===== src/hw/rtl/tcsu_pkg.sv =====
// Shared types, widths and register codes of the token channel state update block.
package tcsu_pkg;

    localparam int TOKEN_W      = 6;
    localparam int DRIVE_W      = 3;
    localparam int HLIM_W       = 3;
    localparam int SLIM_W       = 7;
    localparam int AVG_W        = 4;
    localparam int SUM_W        = 8;
    localparam int MAX_W        = 3;
    localparam int CHAN_FIELD_W = 6;
    localparam int CFG_IDX_W    = 2;
    localparam int CFG_DATA_W   = 7;
    localparam int S_TDATA_W    = 8;
    localparam int M_TDATA_W    = 24;

    localparam int DEFAULT_CHANNELS = 64;
    localparam int DEFAULT_VOCAB    = 8;

    localparam logic [DRIVE_W-1:0] DRIVE_RESET = DRIVE_W'(3);
    localparam logic [HLIM_W-1:0]  HLIM_RESET  = HLIM_W'(4);
    localparam logic [SLIM_W-1:0]  SLIM_RESET  = SLIM_W'(64);

    typedef enum logic [CFG_IDX_W-1:0] {
        CFG_DRIVE_LEVEL = 2'd0,
        CFG_H_LIMIT     = 2'd1,
        CFG_S_LIMIT     = 2'd2
    } cfg_index_t;

    typedef struct packed {
        logic [DRIVE_W-1:0] drive_level;
        logic [HLIM_W-1:0]  h_limit;
        logic [SLIM_W-1:0]  s_limit;
    } cfg_t;

    typedef struct packed {
        logic update;
        logic clear;
        logic shift;
    } dp_cmd_t;

endpackage


===== src/hw/rtl/tcsu_cfg.sv =====
// Configuration register file: drive level, h limit and s limit.
module tcsu_cfg (
    input  logic                              aclk,
    input  logic                              aresetn,
    input  logic                              cfg_valid,
    output logic                              cfg_ready,
    input  logic [tcsu_pkg::CFG_IDX_W-1:0]    cfg_index,
    input  logic [tcsu_pkg::CFG_DATA_W-1:0]   cfg_data,
    output tcsu_pkg::cfg_t                    cfg
);
    import tcsu_pkg::*;

    cfg_t cfg_reg;

    assign cfg_ready = 1'b1;
    assign cfg       = cfg_reg;

    always_ff @(posedge aclk) begin
        if (!aresetn) begin
            cfg_reg.drive_level <= DRIVE_RESET;
            cfg_reg.h_limit     <= HLIM_RESET;
            cfg_reg.s_limit     <= SLIM_RESET;
        end else if (cfg_valid) begin
            unique case (cfg_index)
                CFG_DRIVE_LEVEL: cfg_reg.drive_level <= cfg_data[DRIVE_W-1:0];
                CFG_H_LIMIT:     cfg_reg.h_limit     <= cfg_data[HLIM_W-1:0];
                CFG_S_LIMIT:     cfg_reg.s_limit     <= cfg_data[SLIM_W-1:0];
                default: ;
            endcase
        end
    end

endmodule


===== src/hw/rtl/tcsu_dpath.sv =====
// Per-channel store registers with update lanes and a rotating read-out for the dump.
module tcsu_dpath #(
    parameter int CHANNELS = tcsu_pkg::DEFAULT_CHANNELS,
    parameter int VOCAB    = tcsu_pkg::DEFAULT_VOCAB
) (
    input  logic                                  aclk,
    input  logic                                  aresetn,
    input  tcsu_pkg::dp_cmd_t                     cmd,
    input  tcsu_pkg::cfg_t                        cfg,
    input  logic [tcsu_pkg::TOKEN_W-1:0]          token,
    output logic signed [tcsu_pkg::AVG_W-1:0]     head_avg,
    output logic signed [tcsu_pkg::SUM_W-1:0]     head_sum,
    output logic [tcsu_pkg::MAX_W-1:0]            head_max
);
    import tcsu_pkg::*;

    logic signed [AVG_W-1:0] avg_reg [CHANNELS];
    logic signed [SUM_W-1:0] sum_reg [CHANNELS];
    logic [MAX_W-1:0]        max_reg [CHANNELS];

    logic                 tok_ok;
    logic signed [AVG_W:0] hl_s;
    logic signed [SUM_W:0] sl_s;

    assign tok_ok = (7'(token) < 7'(VOCAB));
    assign hl_s   = (AVG_W+1)'({1'b0, cfg.h_limit});
    assign sl_s   = (SUM_W+1)'({1'b0, cfg.s_limit});

    assign head_avg = avg_reg[0];
    assign head_sum = sum_reg[0];
    assign head_max = max_reg[0];

    for (genvar c = 0; c < CHANNELS; c++) begin : g_lane
        localparam int NXT = (c + 1) % CHANNELS;

        logic                    hit;
        logic [DRIVE_W-1:0]      x;
        logic signed [AVG_W-1:0] avg_base;
        logic signed [SUM_W-1:0] sum_base;
        logic [MAX_W-1:0]        max_base;
        logic signed [AVG_W:0]   avg_t;
        logic signed [AVG_W:0]   avg_half;
        logic signed [SUM_W:0]   sum_t;
        logic [MAX_W-1:0]        max_t;
        logic signed [AVG_W-1:0] avg_next;
        logic signed [SUM_W-1:0] sum_next;
        logic [MAX_W-1:0]        max_next;

        if (c < (1 << TOKEN_W)) begin : g_hit
            assign hit = tok_ok && (token == TOKEN_W'(c));
        end else begin : g_nohit
            assign hit = 1'b0;
        end

        always_comb begin
            x        = hit ? cfg.drive_level : '0;
            avg_base = cmd.clear ? '0 : avg_reg[c];
            sum_base = cmd.clear ? '0 : sum_reg[c];
            max_base = cmd.clear ? '0 : max_reg[c];

            // half-sum, rounded half away from zero
            avg_t = {avg_base[AVG_W-1], avg_base} + $signed((AVG_W+1)'(x));
            if (avg_t[AVG_W]) avg_half = avg_t >>> 1;
            else              avg_half = (avg_t + (AVG_W+1)'(1)) >>> 1;
            if (avg_half > hl_s)       avg_next = AVG_W'(hl_s);
            else if (avg_half < -hl_s) avg_next = AVG_W'(-hl_s);
            else                       avg_next = AVG_W'(avg_half);

            sum_t = {sum_base[SUM_W-1], sum_base} + $signed((SUM_W+1)'(x));
            if (sum_t > sl_s)       sum_next = SUM_W'(sl_s);
            else if (sum_t < -sl_s) sum_next = SUM_W'(-sl_s);
            else                    sum_next = SUM_W'(sum_t);

            max_t    = (max_base > x) ? max_base : x;
            max_next = (max_t > cfg.h_limit) ? cfg.h_limit : max_t;
        end

        always_ff @(posedge aclk) begin
            if (!aresetn) begin
                avg_reg[c] <= '0;
                sum_reg[c] <= '0;
                max_reg[c] <= '0;
            end else if (cmd.update) begin
                avg_reg[c] <= avg_next;
                sum_reg[c] <= sum_next;
                max_reg[c] <= max_next;
            end else if (cmd.shift) begin
                avg_reg[c] <= avg_reg[NXT];
                sum_reg[c] <= sum_reg[NXT];
                max_reg[c] <= max_reg[NXT];
            end
        end
    end

endmodule


===== src/hw/rtl/tcsu_ctrl.sv =====
// Controller: accepts tokens, sequences the per-channel dump beats.
module tcsu_ctrl #(
    parameter int CHANNELS = tcsu_pkg::DEFAULT_CHANNELS
) (
    input  logic                                  aclk,
    input  logic                                  aresetn,
    input  logic                                  s_tvalid,
    output logic                                  s_tready,
    input  logic                                  s_tuser,
    input  logic                                  s_tlast,
    output logic                                  m_tvalid,
    input  logic                                  m_tready,
    output logic [tcsu_pkg::CHAN_FIELD_W-1:0]     channel,
    output logic                                  end_of_dump,
    output tcsu_pkg::dp_cmd_t                     cmd
);
    import tcsu_pkg::*;

    localparam int CNT_W = (CHANNELS > 1) ? $clog2(CHANNELS) : 1;
    localparam logic [CNT_W-1:0] LAST_CH = CNT_W'(CHANNELS - 1);

    typedef enum logic {
        ST_IDLE,
        ST_DUMP
    } state_t;

    state_t           state_reg;
    logic [CNT_W-1:0] cnt_reg;
    logic             s_tready_reg;
    logic             m_tvalid_reg;
    logic             s_fire;
    logic             m_fire;

    assign s_tready    = s_tready_reg;
    assign m_tvalid    = m_tvalid_reg;
    assign s_fire      = s_tvalid && s_tready_reg;
    assign m_fire      = m_tvalid_reg && m_tready;
    assign channel     = CHAN_FIELD_W'(cnt_reg);
    assign end_of_dump = (cnt_reg == LAST_CH);

    assign cmd.update = s_fire;
    assign cmd.clear  = s_fire && s_tuser;
    assign cmd.shift  = m_fire;

    always_ff @(posedge aclk) begin
        if (!aresetn) begin
            state_reg    <= ST_IDLE;
            cnt_reg      <= '0;
            s_tready_reg <= 1'b1;
            m_tvalid_reg <= 1'b0;
        end else begin
            unique case (state_reg)
                ST_IDLE: begin
                    if (s_fire && s_tlast) begin
                        state_reg    <= ST_DUMP;
                        cnt_reg      <= '0;
                        s_tready_reg <= 1'b0;
                        m_tvalid_reg <= 1'b1;
                    end
                end
                ST_DUMP: begin
                    if (m_fire) begin
                        if (cnt_reg == LAST_CH) begin
                            state_reg    <= ST_IDLE;
                            cnt_reg      <= '0;
                            s_tready_reg <= 1'b1;
                            m_tvalid_reg <= 1'b0;
                        end else begin
                            cnt_reg <= cnt_reg + CNT_W'(1);
                        end
                    end
                end
                default: state_reg <= ST_IDLE;
            endcase
        end
    end

`ifndef NO_ASSERTIONS
    a_no_overlap: assert property (@(posedge aclk) disable iff (!aresetn)
        !(s_tready && m_tvalid))
        else $error("input accepted during dump");

    a_dump_start: assert property (@(posedge aclk) disable iff (!aresetn)
        (s_fire && s_tlast) |=> (m_tvalid && (cnt_reg == '0)))
        else $error("dump did not start at channel zero");

    a_dump_end: assert property (@(posedge aclk) disable iff (!aresetn)
        (m_fire && end_of_dump) |=> (s_tready && !m_tvalid))
        else $error("controller did not return to idle after final beat");

    a_cnt_idle: assert property (@(posedge aclk) disable iff (!aresetn)
        (state_reg == ST_IDLE) |-> (cnt_reg == '0))
        else $error("channel counter nonzero while idle");
`endif

endmodule


===== src/hw/rtl/token_channel_state_update.sv =====
// Top level of the token channel state update block.
// Usage:
//   s_ channel: one beat per token. s_tdata[5:0] token, s_tuser first (clear all
//   channel stores before the token), s_tlast last (report all channels after it).
//   cfg channel: cfg_index selects drive_level (0), h_limit (1), s_limit (2);
//   cfg_ready is always high. Write only while no dump is in progress.
//   m_ channel: one beat per channel, channel 0 first, m_tlast on channel CHANNELS-1.
// Throughput:
//   A token without last is absorbed into the stores; a new token can follow every cycle.
//   All CHANNELS lanes update in parallel when the token is accepted.
//   A token with last starts the dump in the next cycle; the dump takes CHANNELS
//   beats, one per cycle when m_tready is high, and s_tready is low throughout.
//   The dump rotates the store registers, so the current channel is always in register 0 at the output.
// Reset: aresetn low clears all stores to zero, loads register defaults
//   (drive 3, h limit 4, s limit 64) and leaves the block idle with s_tready high.
// Stall: with m_tready low the current beat holds and the dump simply pauses.
module token_channel_state_update #(
    parameter int CHANNELS = tcsu_pkg::DEFAULT_CHANNELS,
    parameter int VOCAB    = tcsu_pkg::DEFAULT_VOCAB
) (
    input  logic                                  aclk,
    input  logic                                  aresetn,
    input  logic                                  s_tvalid,
    output logic                                  s_tready,
    input  logic [tcsu_pkg::S_TDATA_W-1:0]        s_tdata,  // token[5:0], zero[7:6]
    input  logic                                  s_tuser,  // first
    input  logic                                  s_tlast,
    output logic                                  m_tvalid,
    input  logic                                  m_tready,
    // channel[5:0], avg_value[9:6], sum_value[17:10], max_value[20:18], zero[23:21]
    output logic [tcsu_pkg::M_TDATA_W-1:0]        m_tdata,
    output logic                                  m_tlast,  // end_of_dump
    input  logic                                  cfg_valid,
    output logic                                  cfg_ready,
    input  logic [tcsu_pkg::CFG_IDX_W-1:0]        cfg_index,
    input  logic [tcsu_pkg::CFG_DATA_W-1:0]       cfg_data
);
    import tcsu_pkg::*;

    cfg_t                    cfg;
    dp_cmd_t                 cmd;
    logic [CHAN_FIELD_W-1:0] channel;
    logic signed [AVG_W-1:0] head_avg;
    logic signed [SUM_W-1:0] head_sum;
    logic [MAX_W-1:0]        head_max;

    tcsu_cfg u_cfg (
        .aclk      (aclk),
        .aresetn   (aresetn),
        .cfg_valid (cfg_valid),
        .cfg_ready (cfg_ready),
        .cfg_index (cfg_index),
        .cfg_data  (cfg_data),
        .cfg       (cfg)
    );

    tcsu_ctrl #(
        .CHANNELS (CHANNELS)
    ) u_ctrl (
        .aclk        (aclk),
        .aresetn     (aresetn),
        .s_tvalid    (s_tvalid),
        .s_tready    (s_tready),
        .s_tuser     (s_tuser),
        .s_tlast     (s_tlast),
        .m_tvalid    (m_tvalid),
        .m_tready    (m_tready),
        .channel     (channel),
        .end_of_dump (m_tlast),
        .cmd         (cmd)
    );

    tcsu_dpath #(
        .CHANNELS (CHANNELS),
        .VOCAB    (VOCAB)
    ) u_dpath (
        .aclk     (aclk),
        .aresetn  (aresetn),
        .cmd      (cmd),
        .cfg      (cfg),
        .token    (s_tdata[TOKEN_W-1:0]),
        .head_avg (head_avg),
        .head_sum (head_sum),
        .head_max (head_max)
    );

    assign m_tdata = {3'b000, head_max, head_sum, head_avg, channel};

endmodule

===== config.mk =====
export PLATFORM = sky130hd
export DESIGN_NAME = token_channel_state_update
export DESIGN_NICKNAME = d
export VERILOG_FILES = /design/src/hw/rtl/tcsu_pkg.sv /design/src/hw/rtl/tcsu_cfg.sv /design/src/hw/rtl/tcsu_dpath.sv /design/src/hw/rtl/tcsu_ctrl.sv /design/src/hw/rtl/token_channel_state_update.sv
export SDC_FILE = /design/constraint.sdc
export NUM_CORES = 2
export LEC_CHECK = 0
export BUFFER_PORTS_ARGS = -buffer_cell sky130_fd_sc_hd__buf_2
export CAP_MARGIN = 20
export CORE_MARGIN = 1.5
export CORE_UTILIZATION = 55
export CTS_BUF_LIST = sky130_fd_sc_hd__clkbuf_8 sky130_fd_sc_hd__clkbuf_16
export CTS_CLUSTER_DIAMETER = 100
export CTS_CLUSTER_SIZE = 14
export DETAILED_ROUTE_END_ITERATION = 7
export PLACE_DENSITY = 0.74
export SLEW_MARGIN = 40
export SYNTH_ARGS = -nofsm -noshare
export SYNTH_HDL_FRONTEND = slang
export SYNTH_HIERARCHICAL = 1
export SYNTH_SLANG_ARGS = --single-unit

===== constraint.sdc =====
create_clock -name aclk -period 17 [get_ports aclk]
set_clock_uncertainty 0.2 [all_clocks]
set_input_delay 2.55 -clock aclk [delete_from_list [all_inputs] [get_ports aclk]]
set_output_delay 2.55 -clock aclk [all_outputs]
set_load 0.01 [all_outputs]

* Yosys cells after proc, flatten, opt, wreduce, memory -nomap -nowiden
Memory sizes are Yosys's and may differ from the RTL's.
Index checks and enable logic that the tools add are counted.
** Operators by class
- Equality and inequality tests :: 69
- Multiplexer cells :: 1112
- Bitwise gates (word level) :: 385
- Order comparisons :: 385
- Add/subtract/negate cells :: 195
- Reduce and logical (&&, ||, !) cells :: 75
** Operators with widths (count)
- $mux 8 :: 320
- $mux 4 :: 320
- $mux 3 :: 384
- $add 8x4->9 :: 64
- $gt 9x8->1 :: 64
- $lt 9x9->1 :: 64
- $gt 3x3->1 :: 128
- $or 1x1->1 :: 384
- $add 4x4->5 :: 64
- $add 5x2->5 const B :: 64
- $gt 5x4->1 :: 64
- $lt 5x5->1 :: 64
- $mux 5 :: 64
- $eq 6x6->1 const B :: 33
- $eq 6x5->1 const B :: 16
- $logic_and 1x1->1 :: 68
- $eq 6x4->1 const B :: 8
- $eq 6x3->1 const B :: 4
- $mux 6 :: 3
- $mux 1 :: 17
- $eq 6x2->1 const B :: 2
- $pmux 6 s2 :: 1
- $neg 7->9 :: 1
- $reduce_and 2->1 :: 4
- 13 further kinds :: 16
** Storage, ports and cells
- Register bits after elaboration :: 22
- Memories :: 3
- Output and inout port bits :: 28
- Bits in writable memories :: 960
- Word-level logic and storage cells :: 2231
- Bits of input ports :: 24
** Memories
- u_dpath.sum_reg :: words 64, width 8, read ports 64, clocked after memory_dff 0, wr ports 64, RTL line tcsu_dpath.sv:18 : logic signed [SUM_W-1:0] sum_reg [CHANNELS];
- u_dpath.avg_reg :: words 64, width 4, read ports 64, clocked after memory_dff 0, wr ports 64, RTL line tcsu_dpath.sv:17 : logic signed [AVG_W-1:0] avg_reg [CHANNELS];
- u_dpath.max_reg :: words 64, width 3, read ports 64, clocked after memory_dff 0, wr ports 64, RTL line tcsu_dpath.sv:19 : logic [MAX_W-1:0] max_reg [CHANNELS];

* Depth between registers and ports, before layout
- Depth after elaboration :: 11
- Mapped depth :: 28
- Gate-level depth less buffers :: 20

* Cells and area by module
Netlist, hierarchy kept.
** Modules (own cells, without submodules)
- tcsu_dpath :: times used 1, area each 121740.5 µm², sequential area each 28827.6 µm², cells each 14431
- tcsu_cfg :: times used 1, area each 560.5 µm², sequential area each 260.2 µm², cells each 57
- tcsu_ctrl :: times used 1, area each 491.7 µm², sequential area each 180.2 µm², cells each 52
- token_channel_state_update :: times used 1, area each 26.3 µm², sequential area each 0.0 µm², cells each 4

* Least setup slack after synthesis
Ideal clock, no wire load.
- Kind :: input port to flip-flop
- From :: input s_tvalid
- To :: memory u_dpath.avg_reg[0][0] (enable)
- Data arrival time :: 14.941 ns
- Path buffers :: 1
- Data required time :: 15.807 ns
- Cell stages on the path :: 3
- Setup time :: 0.993 ns
- Slack :: 0.865 ns
- Path through :: and2_1 > buf_4 > or3b_2
** RTL lines
- start: declaration :: RTL line token_channel_state_update.sv:23 : input logic s_tvalid,
- end: declaration :: RTL line tcsu_dpath.sv:17

==> results.py <==
metrics = {
    "routing": {
        "via_per_inst": 6.37,
        "drt_wl_total_um": 355000,
        "ant_nets": 0,
        "drc": 0,
        "drtIter0Drc": 9662,
        "dr.pass1.iters": 6,
        "vias": 110962,
        "wl_per_cell_um": 20.4,
    },
    "timing": {
        "setup_slack_ps": 8780,
        "hold_viol": 0,
        "post-route-period-util_pct": 48.4,
        "fmax_mhz": 122,
        "rsz0062_at_grt": "no",
        "maxSlewHeadroom_pct": 37.5,
        "hold_ws_ps": 287,
        "tightest_slew_ps": 938,
        "maxSlewViolCount": 0,
        "layout_min_cycle_time_ps": 8220,
        "setup_viol": 0,
        "finalSetupTns_ps": 0,
    },
    "synth": {
        "yosys-top-cells-count": "ha_1, nand2_1, o21ai_0",
        "ys_types": 107,
        "yosysWarnings": 6,
        "synth_top_family_by_area": "adder cells",
        "synthMuxAreaShare_pct": 4.59,
        "yosysMostFrequentCell": "ha_1",
        "synth_xor_area_share_pct": 3.19,
        "synth_edf_count": 960,
        "synth-compound-area-share_pct": 22.4,
        "synth_top_area_share_pct": 23.5,
        "synth-simple-area-share_pct": 19.3,
        "synthAdderAreaFrac_pct": 22.7,
        "synth_area_um2": 123000,
        "synth_top_flop_cell": "edfxtp_1",
        "synth_seq_cells": 982,
        "yosys.area.top_type": "edfxtp_1",
        "synth.avg_cell_area_um2": 8.44,
        "syn_inst": 14544,
        "yosysSeqAreaShare_pct": 23.8,
        "synthTopCellsByArea": "edfxtp_1, ha_1, nand2_1, o21ai_0, nor2b_1",
        "async_reset_ff_share_pct": 0,
    },
    "critical_path": {
        "worstPathMaxFanout": 49,
        "critical_path_class": "primary input to flop",
        "worstPathRequired_ps": 17300,
        "critPathLaunchType": "primary input",
        "crit_path_end_kind": "flop",
        "arrival_ps": 8520,
    },
    "clocking": {
        "path_clk_slew_ps": 80,
        "clock_path_buffers": 3,
        "root_buffer": "clkbuf_16",
        "cts.repair.resized": 0,
        "insertion_delay_ps": 760,
        "ctsHoldBuffers": 0,
        "htree_levels": 3,
        "cts_tree": "yes",
        "post_cts_buffers": 0,
        "cts.sinks": 982,
        "cts_made_buffers": 85,
    },
    "floorplan": {
        "core-area_um2": 222000,
        "rows": 173,
        "die_x_um": 476,
        "ios": 52,
        "initial_core_util_pct": 55.3,
        "die_area_um2": 226000,
        "fp.dieH_um": 476,
    },
    "global_route": {
        "grt_max_degree": 194,
        "grt_first_pass_wirelength_um": 562000,
        "grtUsageTotal_pct": 30.4,
        "grt_antenna_before_repair": 7,
        "grt_overflow_total": 0,
        "grt_pass1_vias": 104274,
    },
    "cells_and_area": {
        "area.growth.synth_to_final_pct": 5.50,
        "finish.net_count": 16605,
        "stdcell_count": 17409,
        "finish.utilization_pct": 58.3,
        "drive_gt1_share_pct": 4.69,
        "fin_area_um2": 130000,
        "largest_reg_flops": 512,
    },
    "place": {
        "pre_cts_slack_ps": 8250,
        "place_inst": 17278,
        "dpl_cell_area_um2": 127000,
        "routabilityCongestion": 0.892,
        "io_buffer_count": 45,
        "dp_hpwl_um": 224000,
    },
    "pwr": {
        "p_int_mw": 6.22,
        "seq_power_share_pct": 32.2,
        "peakVddDrop_mv": 0.0870,
        "p_clk_share_pct": 18.7,
        "combPwrFrac_pct": 49.2,
        "p_switching_mw": 4.52,
        "power_mw": 10.7,
        "p_per_area_nw_per_um2": 82.9,
        "leakagePower_nw": 54.8,
        "netSwitchingFraction_pct": 42.1,
    },
    "min_path": {
        "hold_class": "flop to flop",
    },
    "flow_run": {
        "max_cap_viol_count": 0,
    },
    "status": {
        "outcome": "finished clean",
    },
}
[power by group through the flow]
stage	combinational (mW)	sequential (mW)	clock, mW
floorplan	4.13	3.36	0
global placement	4.96	3.49	0
detailed placement	5.15	3.49	0
CTS	5.19	3.44	2.04
global route	5.96	3.50	2.10
finish	5.28	3.46	2.01
[worst max-delay path: stages]
cell      delay [ps]
buf_2            120
and3_4           540
buf_4            620
buf_4            580
buf_4            570
nor2b_1          110
ha_1             230
fa_1             550
ha_1             220
o21a_1           160
nor3_1            50
a211oi_1         470
ha_1             320
nor2b_1          120
o21ai_0          140
nand2b_1          80
a21oi_1          260
maj3_1           320
mux2i_1          250
a21oi_1          100
[worst paths after layout]
kind                                      start                     to  slack [ps]  cells past startpoint
worst min register to register     u_cfg/cfg[3]           u_cfg/cfg[3]         290                      2
worst min-delay path               u_cfg/cfg[3]           u_cfg/cfg[3]         290                      2
worst max-delay path                   s_tvalid  u_dpath/avg_reg[0][1]        8780                     20
worst max register to register  u_ctrl/s_tready  u_dpath/avg_reg[0][1]       10210                     19
[routing by layer]
| metal | routed length (um) | GRT usage, % |
|---|---|---|
| met5 | 22 | 0 |
| met4 | 12900 | 10.7 |
| met3 | 26000 | 3.35 |
| met2 | 163000 | 50.9 |
| met1 | 153000 | 40.4 |
[cell type report]
class,count,area (um2)
Tap cell,2975,3720
Inverter,396,1580
Multi-Input combinational cell,12714,90600
Clock inverter,32,249
Antenna cell,4,10.0
Clock buffer,88,2190
Sequential cell,982,29300
Timing Repair Buffer,218,1900
Fill cell,20232,92500
[kinds of logic (layout without fill, tap and decap cells)]
group	after synthesis	count (layout)
muxes	546	546
and+or+nand+nor	4905	4905
AOI/OAI and AO/OA	4223	4223
adders and majority gates	2194	2194
DFF	982	982
xor gates and xnor gates	446	446
other	4	404
buffers and inverters	1244	734
[cells in the final DEF, fill, tap and decap left out, drive strengths merged, types with 218 or more instances in the layout]
cell type  synthesis  routed
conb               4     400
nand2           1772    1772
xor2             265     265
nor2             957     957
a21o             344     344
inv              387     416
nor2b            839     839
a31oi            263     263
o211ai           291     291
nand3            414     414
a21oi            863     863
ha              2119    2119
mux2i            413     413
edfxtp           960     960
o21ai           1090    1090
o21a             301     301
buf              121     218
(Power assumes the default switching activity.)
